**src/hw/rtl/lrpe_ram.sv**
```systemverilog
// ============================================================================
// LR parse engine RAM
// Simple dual-port RAM: one write port, one read port, registered read data.
// ============================================================================
module lrpe_ram #(
    parameter int WIDTH = 8,
    parameter int DEPTH = 64,
    localparam int AW   = $clog2(DEPTH)
) (
    input  logic             i_clk,
    input  logic             i_we,
    input  logic [AW-1:0]    i_waddr,
    input  logic [WIDTH-1:0] i_wdata,
    input  logic [AW-1:0]    i_raddr,
    output logic [WIDTH-1:0] o_rdata
);

    logic [WIDTH-1:0] r_mem [DEPTH];

    always_ff @(posedge i_clk) begin
        if (i_we) begin
            r_mem[i_waddr] <= i_wdata;
        end
        o_rdata <= r_mem[i_raddr];
    end

endmodule

```
**config.mk**
```make
export PLATFORM = sky130hd
export DESIGN_NAME = lrpe_ram
export DESIGN_NICKNAME = d
export VERILOG_FILES = /design/src/hw/rtl/lrpe_ram.sv
export SDC_FILE = /design/constraint.sdc
export NUM_CORES = 1
export LEC_CHECK = 0
export BUFFER_PORTS_ARGS = -buffer_cell sky130_fd_sc_hd__buf_4
export CAP_MARGIN = 20
export CORE_MARGIN = 10
export CORE_UTILIZATION = 24
export CTS_BUF_LIST = sky130_fd_sc_hd__clkbuf_8
export DETAILED_ROUTE_END_ITERATION = 6
export PLACE_DENSITY = 0.44
export SYNTH_ARGS = -nofsm -noshare
export SYNTH_HDL_FRONTEND = slang
export SYNTH_SLANG_ARGS = --single-unit
```
**constraint.sdc**
```tcl
create_clock -name i_clk -period 2.4 [get_ports i_clk]
set_input_delay 0.12 -clock i_clk [delete_from_list [all_inputs] [get_ports i_clk]]
set_output_delay 0.12 -clock i_clk [all_outputs]
set_load 0.05 [all_outputs]
```
==> results by group <==
Placed design
  – Port bufs: 29
  – Cell Area, Placed: 0.0223 mm2
  – Detailed Place HPWL: approximately 32000 um
  – Routability congestion estimate from global placement: ~0.77

Clock network
  – Clock tree root driver cell: clkbuf_8
  – Clock sink count: 520
  – Number of instances resized during post-cts repair: 0
  – TritonCTS clock tree: done
  – Number of buffers created by CTS: between 80 and 90
  – Max Root-Sink Buffers: 3
  – Register clock-pin slew on the reported worst setup and hold paths: ~0.06 ns
  – Clock insertion delay at the later pin of the skew report: roughly 0.69 ns
  – H-tree levels: 3

Die
  – Total number of placement rows: about 110
  – Count of pins on the block boundary: 30
  – Overall die width: 310 um
  – Die area: between 0.09 and 0.1 mm2
  – Area inside the core boundary: about 0.083 mm2
  – Initial standard-cell utilization of the core: between 20% and 30%
  – Vertical die dimension: between 300 and 400 um

STA
  – Actual transition at the worst max-transition pin: 0.808 ns
  – Highest attainable clock frequency: about 460 MHz
  – Min cycle time layout: approximately 2.2 ns
  – Final Slew Violations: 0
  – Final Hold Fails: 0
  – Setup Skew: ~0.03 ns
  – Final clock period utilization by the worst path: approximately 90%
  – Normalized max-slew margin: approximately 46%
  – Total of endpoints with negative setup slack in the final report: 0
  – Setup repair after global routing missed its margin: false
  – Final TNS setup: 0 ns

Synth
  – Post-Syn Nets: between 900 and 1000
  – Post-synthesis instance area: just over 0.02 mm2
  – Combinational family with the most area after synthesis: multiplexers
  – Post-synthesis share of cell area spent on xor and xnor gates: 0%
  – Number of enable flip-flop cells after synthesis: 512
  – Fraction of the yosys area taken by sequential cells: 77.0%
  – Post-synthesis mux area share: roughly 16%
  – Number of distinct library cells after synthesis: 40
  – Async set-reset flop share out of synthesis: 0%
  – Gate Count Post-Synth: 940
  – Primary FF master, synth: edfxtp_1
  – Synthesized-area fraction occupied by ao, oa, aoi and oai cells: 2.07%
  – Synth Area per Inst: around 21 um2
  – Basic-gate share of the synthesized area counting and, or, nand and nor cells: about 3.4%
  – YS warnings: 0
  – Number of storage elements in the synthesis netlist: 520
  – Adder-cell share of the synthesized area: 0%

Route
  – Final routed wirelength across all metal layers: between 50000 and 60000 um
  – Sum of routed wire segments on met1: about 24000 um
  – Count of antenna-violating nets left after detailed routing: 0
  – Met2 layer wire length in the routed design: approximately 24000 um
  – Pre-antenna DRT Iters: 5
  – Per-cell via count in the routed design: 4.43
  – Vias post-DR: 10025
  – Per-cell routed wire length: between 20 and 25 um
  – Detail Route met3 WL: ~2900 um
  – Detailed-route DRC error count: 0
  – Highest metal used: met5
  – Iteration-0 DRC Markers: 842

Critical path
  – Series of cell instances along the critical path: mux4_2, mux2_2, o221a_2, nor3_1, buf_4, o32ai_1
  – Slowest CP cell: mux4_2
  – Cell family with the largest share of critical-path delay: multiplexers
  – Startpoint Class: register
  – Type of the worst setup path: register to register
  – CP Data Required Time: 2.95 ns
  – Highest cell delay on the worst timing path: a little over 0.5 ns
  – Sort of element at the end of the critical path: register
  – First element of the critical path: r_mem[21][4]$_DFFE_PP_
  – WP data arrival: 2.74 ns
  – Maximum fanout encountered on the critical timing path: 1
  – Buffers and inverters on the worst path: 1
  – Beginning of the worst register-to-register path: r_mem[21][4]$_DFFE_PP_

GRT
  – Antenna violations before repair: 2
  – First-pass GRT wire length: approximately 76000 um
  – GR Overflow Total: 0
  – Pin count of the biggest net entering global routing: 65
  – Via count of the first global-routing pass: ~11000
  – GRT Total Usage: 10.9%

Power and ir drop
  – Overall power of the completed layout: roughly 19 mW
  – IR Drop Worst-Case VDD: 0.000353 V
  – Leakage power figure: ~7.7 nW
  – Pwr/cell area: around 780 mW/mm2

Worst hold path
  – Min-Delay Path Class: primary input to register
  – Worst hold path startpoint: i_wdata[6]

Final layout
  – Area of combinational cells with multiple inputs: 0.00432 mm2
  – Fin area: 0.0240 mm2
  – Area overhead of the layout relative to synthesis: 19.1%
  – Fillers: around 8000
  – Post-layout net count: ~1100
  – Fraction of layout instances using a drive strength above 1: roughly a third
  – Number of antenna cells inserted: 0
  – Register area: roughly 0.016 mm2

Status
  – Result of the run: finished clean

Flow run
  – Count of max-cap constraint violations: 0
==> logic make-up after synthesis <==
logic type	count (synthesis)
AOI/OAI and AO/OA	54
DFF	520
buffers and inverters	51
muxes	162
and+or+nand+nor	153
==> per-layer routing <==
metal / global-route usage, % / up-vias
li1: - / 4298
met1: 15.2 / 5379
met2: 16.6 / 262
met3: 2.86 / 82
met4: 3.14 / 4
met5: 0 / -
==> final cells by class <==
type                       count  share of cell area, %
timing repair buffer         138                   4.84
clock inverter                65                   1.60
multi-input combinational    369                   18.0
tap                         1080                   5.63
clock buffer                  92                   5.27
sequential                   520                   64.7
==> worst paths after layout <==
check	end	slack, ns	depth (start not counted)
worst max-delay path	o_rdata[4]$_DFF_P_	0.21	6
worst min-delay path	r_mem[35][6]$_DFFE_PP_	0.04	1
worst max register to register	o_rdata[4]$_DFF_P_	0.21	6
worst min register to register	o_rdata[6]$_DFF_P_	0.82	3
==> power breakdown <==
| part | total (mW) | switching [mW] | internal (mW) |
|---|---|---|---|
| clock | 7.53 | 3.55 | 3.98 |
| sequential | 10.1 | 0.0425 | 10.1 |
| combinational | 1.08 | 0.677 | 0.405 |
| total | 18.7 | 4.27 | 14.4 |
==> cell usage after synthesis (3+ instances only) <==
| cell | n | area (um2) |
|---|---|---|
| a211oi_1 | 4 | 30.0 |
| a21oi_1 | 3 | 15.0 |
| a221oi_1 | 6 | 52.6 |
| a22oi_1 | 3 | 22.5 |
| buf_1 | 4 | 15.0 |
| buf_2 | 11 | 55.1 |
| buf_4 | 13 | 97.6 |
| buf_6 | 4 | 45.0 |
| clkbuf_1 | 17 | 63.8 |
| dfxtp_1 | 8 | 160 |
| edfxtp_1 | 512 | 15400 |
| mux2_2 | 13 | 146 |
| mux2i_1 | 23 | 230 |
| mux4_2 | 126 | 2840 |
| nand2_1 | 19 | 71.3 |
| nand2b_1 | 7 | 43.8 |
| nand3_1 | 13 | 65.1 |
| nand3b_1 | 3 | 22.5 |
| nor2_1 | 83 | 312 |
| nor2b_1 | 14 | 87.6 |
| nor3_1 | 7 | 35.0 |
| o2111ai_1 | 3 | 26.3 |
| o221ai_1 | 8 | 70.1 |
| o22ai_1 | 8 | 50.1 |
| o2bb2ai_1 | 3 | 26.3 |
==> cell usage in the layout, fill, tap and decap left out, types with 7 or more instances in the layout <==
master	instances
nand2_1	19
mux2i_1	23
edfxtp_1	512
buf_12	8
nand2b_1	7
dfxtp_1	8
nand3_1	13
clkbuf_8	92
buf_4	122
mux2_2	13
nor2b_1	14
nor3_1	7
o22ai_1	8
clkinv_1	15
mux4_2	126
dlygate4sd3_1	7
nor2_1	83
o221ai_1	8
inv_1	34
==> through the flow <==
step | cells | setup WS [ns] | hold WS, ns | util (%)
5_1_grt | 2264 | 0.207 | 0.0357 | 28.8
6_report | 2264 | 0.208 | 0.0386 | 28.8
2_1_floorplan | 940 | 0.612 | 0.219 | -
3_3_place_gp | 2100 | -0.0370 | 0.519 | 26.7
3_5_place_dp | 2100 | -0.0340 | 0.524 | 26.7
4_1_cts | 2264 | 0.263 | 0.00876 | 28.8
==> sequential cells by signal (all words and copies together) (netlist names) <==
signal   flops
o_rdata      8
r_mem      512
==> worst reg2reg max path: cells and delay by family, from the launching register on <==
family          cells  cell delay, ns
compound gates      2            0.37
buf+inv             1            0.21
flops               1            0.36
mux                 2            0.82
simple gates        1            0.33
==> timing repair <==
action,in CTS,in global routing
endpoints found under the hold margin,45,0
setup endpoints to repair,0,0
buffers inserted,0,0
hold buffers,7,0
Note: power is estimated with default switching activity, not from simulation.
